$ cat config.mk
export PLATFORM = sky130hd
export DESIGN_NAME = plp_premul
export DESIGN_NICKNAME = d
export VERILOG_FILES = /design/src/plp_pkg.sv /design/src/plp_premul.sv
export SDC_FILE = /design/constraint.sdc
export NUM_CORES = 1
export LEC_CHECK = 0
export BUFFER_PORTS_ARGS = -buffer_cell sky130_fd_sc_hd__buf_2
export CAP_MARGIN = 25
export CORE_ASPECT_RATIO = 2
export CORE_UTILIZATION = 42
export CTS_CLUSTER_DIAMETER = 150
export DETAILED_ROUTE_END_ITERATION = 8
export GPL_ROUTABILITY_DRIVEN = 0
export PLACE_DENSITY = 0.72
export SETUP_SLACK_MARGIN = 0.4
export SLEW_MARGIN = 15
export SYNTH_ARGS = -nofsm -noshare
export SYNTH_HDL_FRONTEND = slang
export SYNTH_SLANG_ARGS = --single-unit
$ cat constraint.sdc
create_clock -name i_clk -period 5.9 [get_ports i_clk]
set_input_delay 0.295 -clock i_clk [delete_from_list [all_inputs] [get_ports i_clk]]
set_output_delay 0.295 -clock i_clk [all_outputs]
set_load 0.05 [all_outputs]
$ cat src/plp_pkg.sv
`default_nettype none
// ----------------------------------------------------------------------------
// plp_pkg
// Shared types, constants and the rounding premultiply for the palette lookup.
// ----------------------------------------------------------------------------
package plp_pkg;

    localparam int PALETTE_ENTRIES = 256;
    localparam int IDX_W           = (PALETTE_ENTRIES > 1) ? $clog2(PALETTE_ENTRIES) : 1;
    localparam int CHAN_W          = 8;
    localparam int WORD_W          = 4 * CHAN_W;
    localparam int FIELD_IDX_W     = 8;
    // one bit wider than the index field, so the entry count itself fits
    localparam int CMP_W           = FIELD_IDX_W + 1;
    localparam logic [CMP_W-1:0] ENTRIES_LIMIT = CMP_W'(PALETTE_ENTRIES);

    localparam logic OP_WRITE   = 1'b0;
    localparam logic OP_RESOLVE = 1'b1;

    typedef struct packed {
        logic                   op;
        logic [FIELD_IDX_W-1:0] entry_index;
        logic [CHAN_W-1:0]      write_red;
        logic [CHAN_W-1:0]      write_green;
        logic [CHAN_W-1:0]      write_blue;
        logic [CHAN_W-1:0]      write_alpha;
    } t_in_item;

    typedef struct packed {
        logic [CHAN_W-1:0] out_red;
        logic [CHAN_W-1:0] out_green;
        logic [CHAN_W-1:0] out_blue;
        logic [CHAN_W-1:0] out_alpha;
    } t_out_item;

    // read stage: one resolve transaction with its palette word
    typedef struct packed {
        logic              valid;
        logic [WORD_W-1:0] word;   // alpha 31..24, blue 23..16, green 15..8, red 7..0
    } t_rd_stage;

    // (c*a + 127) / 255 by reciprocal: floor(x/255) = (x + 1 + (x >> 8)) >> 8
    function automatic logic [CHAN_W-1:0] premul(input logic [CHAN_W-1:0] c,
                                                 input logic [CHAN_W-1:0] a);
        logic [2*CHAN_W:0] x;
        logic [2*CHAN_W:0] s;
        x = (2*CHAN_W+1)'(c) * (2*CHAN_W+1)'(a) + (2*CHAN_W+1)'(127);
        s = x + (2*CHAN_W+1)'(1) + (x >> CHAN_W);
        return s[2*CHAN_W-1:CHAN_W];
    endfunction

endpackage
`default_nettype wire

$ cat src/plp_premul.sv
`default_nettype none
// ----------------------------------------------------------------------------
// plp_premul
// Premultiplies the looked-up colour by alpha into the output register.
// ----------------------------------------------------------------------------
module plp_premul
    import plp_pkg::*;
(
    input  wire logic      i_clk,
    input  wire logic      i_rst_n,
    input  wire logic      i_adv,
    input  wire t_rd_stage i_rd,
    output logic           o_valid,
    output t_out_item      o_item
);

    logic      r_valid;
    t_out_item r_item;
    t_out_item n_item;
    logic [CHAN_W-1:0] alpha;

    assign alpha = i_rd.word[4*CHAN_W-1:3*CHAN_W];

    always_comb begin
        n_item.out_red   = premul(i_rd.word[CHAN_W-1:0], alpha);
        n_item.out_green = premul(i_rd.word[2*CHAN_W-1:CHAN_W], alpha);
        n_item.out_blue  = premul(i_rd.word[3*CHAN_W-1:2*CHAN_W], alpha);
        n_item.out_alpha = alpha;
    end

    always_ff @(posedge i_clk) begin
        if (!i_rst_n) begin
            r_valid <= 1'b0;
        end else if (i_adv) begin
            r_valid <= i_rd.valid;
        end
    end

    always_ff @(posedge i_clk) begin
        if (i_adv && i_rd.valid) begin
            r_item <= n_item;
        end
    end

    assign o_valid = r_valid;
    assign o_item  = r_item;

endmodule
`default_nettype wire

==> summary.txt, run 1 <==
Clocking
  • CTS tree: built
  • Num CTS Buffers: 5
  • Clk Latency, worst-skew pair: 0.31 ns
  • Htree depth: 2
  • Clk sink count: 33
  • Clock transition at path regs: 0.07 ns
  • Clock root cell: clkbuf_16
  • Clk buf depth: 2

Timing
  • Final period util: 93.79%
  • Fmax: 180.7 MHz
  • Slew Limit Fails: 0
  • Unrepaired setup endpoints after global routing: yes
  • Final setup viols: 0
  • Final hold violation count: 0
  • Skew final: 0 ns
  • Worst slew pin tran: 0.9250 ns
  • Relative slew slack: 38.33%
  • Crit path time final: 5.534 ns

Cells and area
  • Fillers: 1825
  • Nets: 1545
  • Area occupied by multi-input gates: 8492 sq um
  • Layout area overhead: 32.46%
  • Diodes inserted: 0
  • Finished Cell Area: 12350 sq um
  • FF+latch area: 980.9 sq um
  • Share of layout cells above drive strength 1: 29.86%

GRT
  • First-pass GRT wire length: 39140 um
  • Vias in the first global route: 8702
  • Top Usage Layer GRT: met2
  • Initial antenna violation count: 1
  • Largest net degree at the start of global routing: 34
  • Met3 Usage GRT: 1.770%
  • M2 GR Usage: 44.40%
  • Grt total ovfl: 0
  • Grt met1 use: 19.86%
  • All-layer global routing usage: 21.90%

Synthesis
  • Compound-Gate Fraction of Synth Area: 10.99%
  • Ys async rst share: 0%
  • Synth area leaders: fa_1 (27%), ha_1 (18%), edfxtp_1 (10%)
  • Post-synth top cells: inv_1 (194), ha_1 (135), and2_1 (126), fa_1 (126), nand2_1 (90)
  • Cell accounting for the most synthesized area: fa_1
  • Multiplexer share of the synthesized area: 0.5367%
  • Synth top area share: 27.05%
  • Post-Synth XOR/XNOR Area: 5.233%
  • Seq/Total Area, Yosys: 10.52%
  • Post-synth EDFFs: 32
  • Simple-Gate Fraction of Synth Area: 18.85%
  • Mapped Nets: 1356
  • Syn Area/Cell: 8.806 sq um
  • Largest family of logic cells by synthesized area: adder cells
  • #FFs+latches synth: 33
  • Synthesized cell area: 9325 sq um
  • Adder-Cell Fraction of Synth Area: 45.16%
  • Dominant cell by count in the synthesized netlist: inv_1
  • Synthesis Warnings: 0
  • Yosys cell types: 59
  • Mapped Cells: 1059
  • Synth Flop Type: edfxtp_1

Setup path
  • Crit path largest cell delay: 0.58 ns
  • Startpoint types: primary input
  • R2r worst-path depth: 2
  • Worst setup EP type: register
  • Crit Reg-Reg Endpoint: o_valid$_SDFFE_PN0P_
  • Crit path from: i_rd[25]
  • Worst path arrival time: 5.60 ns
  • Slowest CP cell: fa_1
  • CP max FO: 6
  • R2R setup slack: 5.22 ns
  • Worst R2R Start: o_valid$_SDFFE_PN0P_
  • CP Data Required Time: 5.96 ns
  • WS Path Type: in -> reg

Placed design
  • Placed cell areas: 10860 sq um
  • Port-buffer cells: 68
  • Hpwl dp: 19640 um

Route
  • Via count: 8123
  • Iteration-0 DRC Markers: 279
  • Post-DRT Antenna Nets: 0
  • Post-Route WL: 25240 um
  • Residual DRC: 0
  • Length of the first detailed-routing pass in iterations: 4
  • Drt via density: 5.337
  • WL/cell: 16.58 um

Floorplan
  • Placement Rows: 76
  • DIE HEIGHT: 212.7 um
  • Starting Density: 43.01%
  • I/O Pins: 69
  • Die Span X: 107.4 um
  • DIE AREA: 22840 sq um
  • Core Area: 21680 sq um

Worst hold path
  • Hold path depth: 2
  • Hold Path End: o_valid$_SDFFE_PN0P_
  • Worst hold path type: in -> reg
  • Hold path startpoint: i_rst_n

Run
  • Max cap viols: 0

Outcome
  • Outcome: completed
[critical path: cells and delay by family]
family / cells / cell delay, ns
and+or+nand+nor: 3 / 0.30
xor gates and xnor gates: 2 / 0.36
buffers and inverters: 7 / 0.74
AOI/OAI and AO/OA: 8 / 1.58
adders and majority gates: 6 / 2.30
[layer usage]
metal / share of wire, % / routed length [um]
met2: 58 / 14640
met3: 2.4 / 602
met4: 6.7 / 1687
met1: 33 / 8316
met5: 0 / 0
[kinds of logic after synthesis]
family | after synthesis
AOI/OAI and AO/OA | 149
muxes | 5
xor gates and xnor gates | 54
DFF | 33
adders and majority gates | 261
and+or+nand+nor | 341
buffers and inverters | 216
[cell type report]
class,count,area share [%]
multi-input cells,810,68.75
repair buffers,204,13.26
flip-flops and latches,33,7.942
inverters,194,5.895
well taps,273,2.765
clock buffers,5,1.013
clock inverters,3,0.3748
[flip-flops by register name, indices dropped and copies added, names as in the netlist]
name and cells:
o_item 32, o_valid 1
[stage by stage]
step                      worst slack [ns]  utilization (%)  cells  hold slack [ns]  setup TNS (ns)
after floorplan                     0.3740                -   1059           0.3939               0
after global placement             -0.4127            50.10   1467           0.5055          -1.852
after detailed placement           -0.4291            50.10   1467           0.5072          -2.432
after CTS                           0.3919            53.30   1509           0.1842               0
after global routing                0.2021            56.97   1522           0.2098               0
final                               0.3664            56.97   1522           0.1864               0
[what timing repair did]
item	CTS	global route
setup buffers	34	12
gates resized for setup	76	138
gates cloned	0	1
hold buffers	0	0
pin swaps	61	95
endpoints found under the hold margin	0	0
endpoints found under the setup margin	24	24
[cells in the final DEF (no fill, tap or decap), types with 5 or more instances in the layout]
| cell type | n |
|---|---|
| a21o_1 | 11 |
| a21oi_1 | 20 |
| a21oi_2 | 9 |
| and2_1 | 117 |
| and2_4 | 8 |
| buf_12 | 11 |
| buf_2 | 48 |
| buf_4 | 123 |
| buf_6 | 13 |
| clkbuf_16 | 6 |
| clkbuf_4 | 5 |
| edfxtp_1 | 32 |
| fa_1 | 120 |
| fa_2 | 6 |
| ha_1 | 105 |
| ha_2 | 5 |
| ha_4 | 25 |
| inv_1 | 180 |
| inv_2 | 14 |
| nand2_1 | 74 |
| nand2_2 | 13 |
| nand2b_1 | 10 |
| nand3_1 | 24 |
| nor2_1 | 37 |
| nor2_2 | 5 |
| nor3_1 | 11 |
| nor3_2 | 7 |
| o211a_1 | 5 |
| o211ai_1 | 7 |
| o21a_1 | 10 |
| o21ai_0 | 12 |
| o21ai_1 | 11 |
| o21ai_2 | 9 |
| xnor2_1 | 31 |
| xnor2_2 | 7 |
| xor2_1 | 14 |
[worst max path at each step]
stage / depth (start not counted) / end / slack, ns
final: 26 / o_item[28]$_DFFE_PP_ / 0.37
after global routing: 25 / o_item[28]$_DFFE_PP_ / 0.20
after CTS: 25 / o_item[29]$_DFFE_PP_ / 0.39
after detailed placement: 25 / o_item[29]$_DFFE_PP_ / -0.43
after global placement: 25 / o_item[29]$_DFFE_PP_ / -0.41
after floorplan: 24 / o_item[20]$_DFFE_PP_ / 0.37
Power of run 1 is left out: the tool's default activity adds up to more than one toggle a clock period on the data nets, which glitch-free logic cannot reach.
==> run 2, diff against run 1 <==
clock period = 4.6 ns   (was 5.9 ns; I/O delays follow)
==> summary.txt, run 2 (same netlist as run 1, synthesis figures left out) <==
Route
  • WL/cell: 16.56 um (-0.13%)
  • Post-DRT Antenna Nets: 0 (unchanged)
  • Via count: 8703 (+7.1%)
  • Wire length on met2: 15880 um (+8.5%)
  • Length of the first detailed-routing pass in iterations: 4 (unchanged)
  • Drt via density: 5.255 (-1.5%)
  • Iteration-0 DRC Markers: 263 (-5.7%)
  • Highest metal used: met4
  • Met1 wire length: 8887 um (+6.9%)
  • WL met3: 801 um (+33%)
  • Post-Route WL: 27430 um (+8.7%)
  • Residual DRC: 0 (unchanged)

Setup path
  • Ordered list of cells on the worst path: buf_16, buf_6, and2_4, fa_1, fa_2, fa_1, inv_1, fa_1, inv_2, ha_4, o21ai_2, nand2b_1, a31o_2, a21o_4, xnor2_4, inv_2, ha_4, a21oi_4, nand3b_1, o21a_1, o311ai_2, o31a_1, nor2_1, xnor2_1
  • Startpoint types: primary input
  • Worst R2R Start: o_valid$_SDFFE_PN0P_
  • Worst setup EP type: register
  • CP bufs+invs: 5 (-2)
  • R2r worst-path depth: 2 (unchanged)
  • Crit path largest cell delay: 0.59 ns (about the same)
  • CP max FO: 5 (-1)
  • Worst path arrival time: 5.47 ns (-0.13 ns)
  • WS Path Type: in -> reg
  • CP Data Required Time: 4.65 ns (-1.31 ns)
  • Crit path top cell by count: fa_1
  • Crit Reg-Reg Endpoint: o_valid$_SDFFE_PN0P_
  • Slowest CP cell: fa_1
  • R2R setup slack: 3.92 ns (-1.30 ns)
  • Crit-path leading delay family: adder cells

Floorplan
  • I/O Pins: 69 (unchanged)
  • DIE HEIGHT: 212.7 um (unchanged)
  • Die Span X: 107.4 um (unchanged)
  • DIE AREA: 22840 sq um (unchanged)
  • Placement Rows: 76 (unchanged)
  • Core Area: 21680 sq um (unchanged)
  • Starting Density: 43.01% (unchanged)

Worst hold path
  • Hold path startpoint: i_rd[27]
  • Hold path depth: 1 (-1)
  • Worst hold path type: in -> reg
  • Hold Path End: o_item[3]$_DFFE_PP_

Clocking
  • Clk buf depth: 2 (unchanged)
  • Clk Latency, worst-skew pair: 0.28 ns (-0.03 ns)
  • Htree depth: 2 (unchanged)
  • Clk sink count: 33 (unchanged)
  • Num CTS Buffers: 5 (unchanged)
  • CTS tree: built
  • Clock transition at path regs: 0.07 ns (about the same)
  • Clock root cell: clkbuf_16
  • CTS Hold Bufs: 0 (unchanged)

Run
  • Max cap viols: 0 (unchanged)

GRT
  • Vias in the first global route: 9936 (+14%)
  • All-layer global routing usage: 24.87% (+3.0 points)
  • Largest net degree at the start of global routing: 34 (unchanged)
  • First-pass GRT wire length: 44350 um (+13%)
  • Grt total ovfl: 0 (unchanged)
  • Initial antenna violation count: 0 (-1)

Timing
  • Final worst slack: -0.8255 ns (-1.192 ns)
  • Final period util: 117.9%
  • Skew final: 0 ns (unchanged)
  • Crit path time final: 5.426 ns
  • Final setup viols: 24 (+24)
  • Worst slew pin tran: 0.9218 ns (-0.003231 ns)
  • Fmax: 184.3 MHz
  • Final hold violation count: 0 (unchanged)
  • Worst hold slack: 0.1429 ns (-0.04353 ns)
  • Relative slew slack: 38.55% (+0.22 points)
  • Unrepaired setup endpoints after global routing: yes
  • Slew Limit Fails: 0 (unchanged)

Outcome
  • Violated checks: setup timing
  • Outcome: finished with violations

Cells and area
  • Share of layout cells above drive strength 1: 38.97% (+9.1 points)
  • Nets: 1679 (+8.7%)
  • Commonest non-fill, non-tap cell in the layout: buf_4
  • Diodes inserted: 0 (unchanged)
  • Max reg flops: 32 (unchanged)
  • Most frequent cells in the layout: buf_4 (246), inv_1 (170), fa_1 (118)
  • Layout area overhead: 46.28%

Placed design
  • Hpwl dp: 21140 um (+7.6%)
  • Port-buffer cells: 68 (unchanged)
[run 2: how the worst max path moves through the flow]
| stage | from | endpoint | slack (ns) | cells after the start |
|---|---|---|---|---|
| floorplan | i_rd[28] | o_item[14]$_DFFE_PP_ | -0.80 | 23 |
| CTS | i_rd[26] | o_item[28]$_DFFE_PP_ | -0.73 | 24 |
| finish | i_rd[26] | o_item[30]$_DFFE_PP_ | -0.83 | 24 |
| global placement | i_rd[26] | o_item[26]$_DFFE_PP_ | -1.46 | 22 |
| global route | i_rd[4] | o_item[28]$_DFFE_PP_ | -0.95 | 25 |
| detailed placement | i_rd[26] | o_item[26]$_DFFE_PP_ | -1.46 | 24 |
[run 2: timing repair]
action,in CTS,in global routing
pin swaps,103,49
resized for setup,190,37
endpoints found under the setup margin,24,24
gates cloned,5,0
setup buffers,39,10
[run 2: cell type report]
| class | instances | area (sq um) |
|---|---|---|
| Sequential cell | 33 | 980.9 |
| Clock buffer | 8 | 146.4 |
| Timing Repair Buffer | 338 | 2809 |
| Inverter | 194 | 730.7 |
| Tap cell | 273 | 341.6 |
| Multi-Input combinational cell | 810 | 8632 |
| Fill cell | 1708 | 8040 |
[run 2: per-layer routing]
layer / up-vias / track usage, %
met1: 4275 / 21.69
met4: 0 / 17.10
met5: - / 0
li1: 4091 / -
met3: 124 / 3.144
met2: 213 / 50.39
[run 2: per-stage QoR]
stage                     setup TNS, ns  area [sq um]  std cells  util, %  setup slack, ns
final                            -16.23         13640       1656    62.92          -0.8255
after global routing             -20.04         13640       1656    62.92          -0.9516
after CTS                        -13.96         13400       1646    61.82          -0.7317
after detailed placement         -31.20         12070       1594    55.67           -1.458
after global placement           -29.15         12070       1594    55.67           -1.456
after floorplan                  -15.46          9953       1059        -          -0.7963
Power of run 2 is left out for the same reason.
==> run 3, diff against run 2 <==
PLACE_DENSITY = 0.7   (was 0.72)
clock period = 5.86 ns   (was 4.6 ns; I/O delays follow)
==> summary.txt, run 3 (same netlist as run 1, synthesis figures left out) <==
Floorplan
  • Placement Rows: 76 (unchanged)
  • Die Span X: 107.4 um (unchanged)
  • DIE AREA: 22840 sq um (unchanged)
  • Core Area: 21680 sq um (unchanged)
  • DIE HEIGHT: 212.7 um (unchanged)
  • I/O Pins: 69 (unchanged)
  • Starting Density: 43.01% (unchanged)

Setup path
  • R2r worst-path depth: 2 (unchanged)
  • WS Path Type: in -> reg
  • Startpoint types: primary input
  • CP max FO: 8 (+3)
  • Worst path arrival time: 5.55 ns (+0.08 ns)
  • CP Data Required Time: 5.90 ns (+1.25 ns)
  • Worst setup EP type: register

Cells and area
  • Diodes inserted: 0 (unchanged)
  • Fin util: 56.83% (-6.1 points)
  • Most frequent cells in the layout: inv_1 (177), buf_4 (120), fa_1 (119)
  • Finished Cell Area: 12320 sq um (-9.7%)
  • Layout area overhead: 32.13%
  • Fillers: 1873 (+9.7%)
  • Area occupied by multi-input gates: 8414 sq um (-2.5%)
  • Commonest non-fill, non-tap cell in the layout: inv_1
  • FF+latch area: 980.9 sq um (unchanged)
  • Nets: 1541 (-8.2%)
  • Share of layout cells above drive strength 1: 29.24% (-9.7 points)
  • Max reg flops: 32 (unchanged)

Route
  • Post-DRT Antenna Nets: 0 (unchanged)
  • Drt via density: 5.333 (+1.5%)
  • Length of the first detailed-routing pass in iterations: 5 (+1)
  • Post-Route WL: 24020 um (-12%)
  • Via count: 8095 (-7.0%)
  • Residual DRC: 0 (unchanged)
  • Iteration-0 DRC Markers: 209 (-21%)
  • WL/cell: 15.82 um (-4.5%)

GRT
  • Vias in the first global route: 8651 (-13%)
  • Grt total ovfl: 0 (unchanged)
  • Initial antenna violation count: 0 (unchanged)
  • Largest net degree at the start of global routing: 34 (unchanged)
  • First-pass GRT wire length: 38780 um (-13%)
  • All-layer global routing usage: 21.64% (-3.2 points)

Outcome
  • Outcome: completed

Placed design
  • Port-buffer cells: 68 (unchanged)
  • Placed cell areas: 11050 sq um (-8.5%)
  • Hpwl dp: 19120 um (-9.6%)

Run
  • Max cap viols: 0 (unchanged)

Clocking
  • Clock root cell: clkbuf_16
  • Clock transition at path regs: 0.06 ns (about the same)
  • Clk sink count: 33 (unchanged)
  • Num CTS Buffers: 5 (unchanged)
  • CTS Hold Bufs: 0 (unchanged)
  • Clk Latency, worst-skew pair: 0.28 ns (about the same)
  • Clk buf depth: 2 (unchanged)
  • CTS tree: built
  • Htree depth: 2 (unchanged)

Timing
  • Skew final: 0 ns (unchanged)
  • Worst hold slack: 0.2267 ns (+0.08384 ns)
  • Worst slew pin tran: 0.8655 ns (-0.05624 ns)
  • Final hold violation count: 0 (unchanged)
  • Slew Limit Fails: 0 (unchanged)
  • Final period util: 94.09%
  • Unrepaired setup endpoints after global routing: yes
  • Crit path time final: 5.514 ns
  • Final setup viols: 0 (-100%)
  • Relative slew slack: 42.30% (+3.7 points)
  • Fmax: 181.4 MHz

Worst hold path
  • Hold path depth: 2 (+1)
  • Worst hold path type: in -> reg
-- run 3: cell count changes in the layout (fill, tap and decap cells not counted), moves of 5 or more --
cell / before / now
buf_4: 246 / 120
buf_6: 25 / 13
and2_1: 104 / 113
and2_4: 21 / 12
inv_1: 170 / 177
nand2_4: 11 / 4
inv_2: 23 / 17
buf_12: 10 / 15
nand2_1: 67 / 72
-- run 3: critical path, cell delays in order --
cell and delay (ns):
buf_6 0.12, nand2_1 0.08, fa_1 0.52, inv_2 0.04, fa_1 0.45, fa_1 0.50
inv_1 0.06, fa_1 0.51, inv_2 0.05, ha_4 0.23, o211ai_1 0.22, o211ai_1 0.11
buf_4 0.17, a31o_4 0.23, a21o_1 0.18, xnor2_2 0.24, inv_2 0.09, ha_4 0.22
a21oi_2 0.16, nand3b_1 0.09, o21a_1 0.22, o311ai_2 0.29, o31a_1 0.27, nor2_1 0.08
xnor2_1 0.13
-- run 3: worst paths after layout --
| path | start | endpoint | slack, ns |
|---|---|---|---|
| worst min-delay path | i_rst_n | o_valid$_SDFFE_PN0P_ | 0.23 |
| worst min register to register | o_valid$_SDFFE_PN0P_ | o_valid$_SDFFE_PN0P_ | 0.59 |
| worst max register to register | o_valid$_SDFFE_PN0P_ | o_valid$_SDFFE_PN0P_ | 5.17 |
| worst max-delay path | i_rd[4] | o_item[26]$_DFFE_PP_ | 0.35 |
-- run 3: what timing repair did --
action                                  in CTS  in global routing
resized for setup                           94                100
cloned                                       3                  1
endpoints found under the hold margin        0                  0
buffers inserted                            23                 13
endpoints found under the setup margin      24                 24
pin swaps                                   61                 67
-- run 3: routing by layer --
| metal | GRT usage [%] | up-vias | wire length [um] |
|---|---|---|---|
| met3 | 1.679 | 80 | 488 |
| met5 | 0 | - | 0 |
| met4 | 13.65 | 0 | 1432 |
| met2 | 43.92 | 174 | 13750 |
| met1 | 20.00 | 4027 | 8345 |
| li1 | - | 3814 | - |
-- run 3: area by class of cell --
class / count / area share (%)
Timing Repair Buffer: 200 / 13.88
Inverter: 194 / 5.910
Multi-Input combinational cell: 810 / 68.29
Tap cell: 273 / 2.772
Sequential cell: 33 / 7.961
Clock buffer: 8 / 1.188
-- run 3: stage by stage --
step           instances  setup TNS, ns  setup WS (ns)
3_5_place_dp        1470         -3.243        -0.4486
2_1_floorplan       1059              0         0.3974
3_3_place_gp        1470         -2.566        -0.4492
4_1_cts             1504              0         0.3665
5_1_grt             1518              0         0.1751
6_report            1518              0         0.3464
Power of run 3 is left out for the same reason.
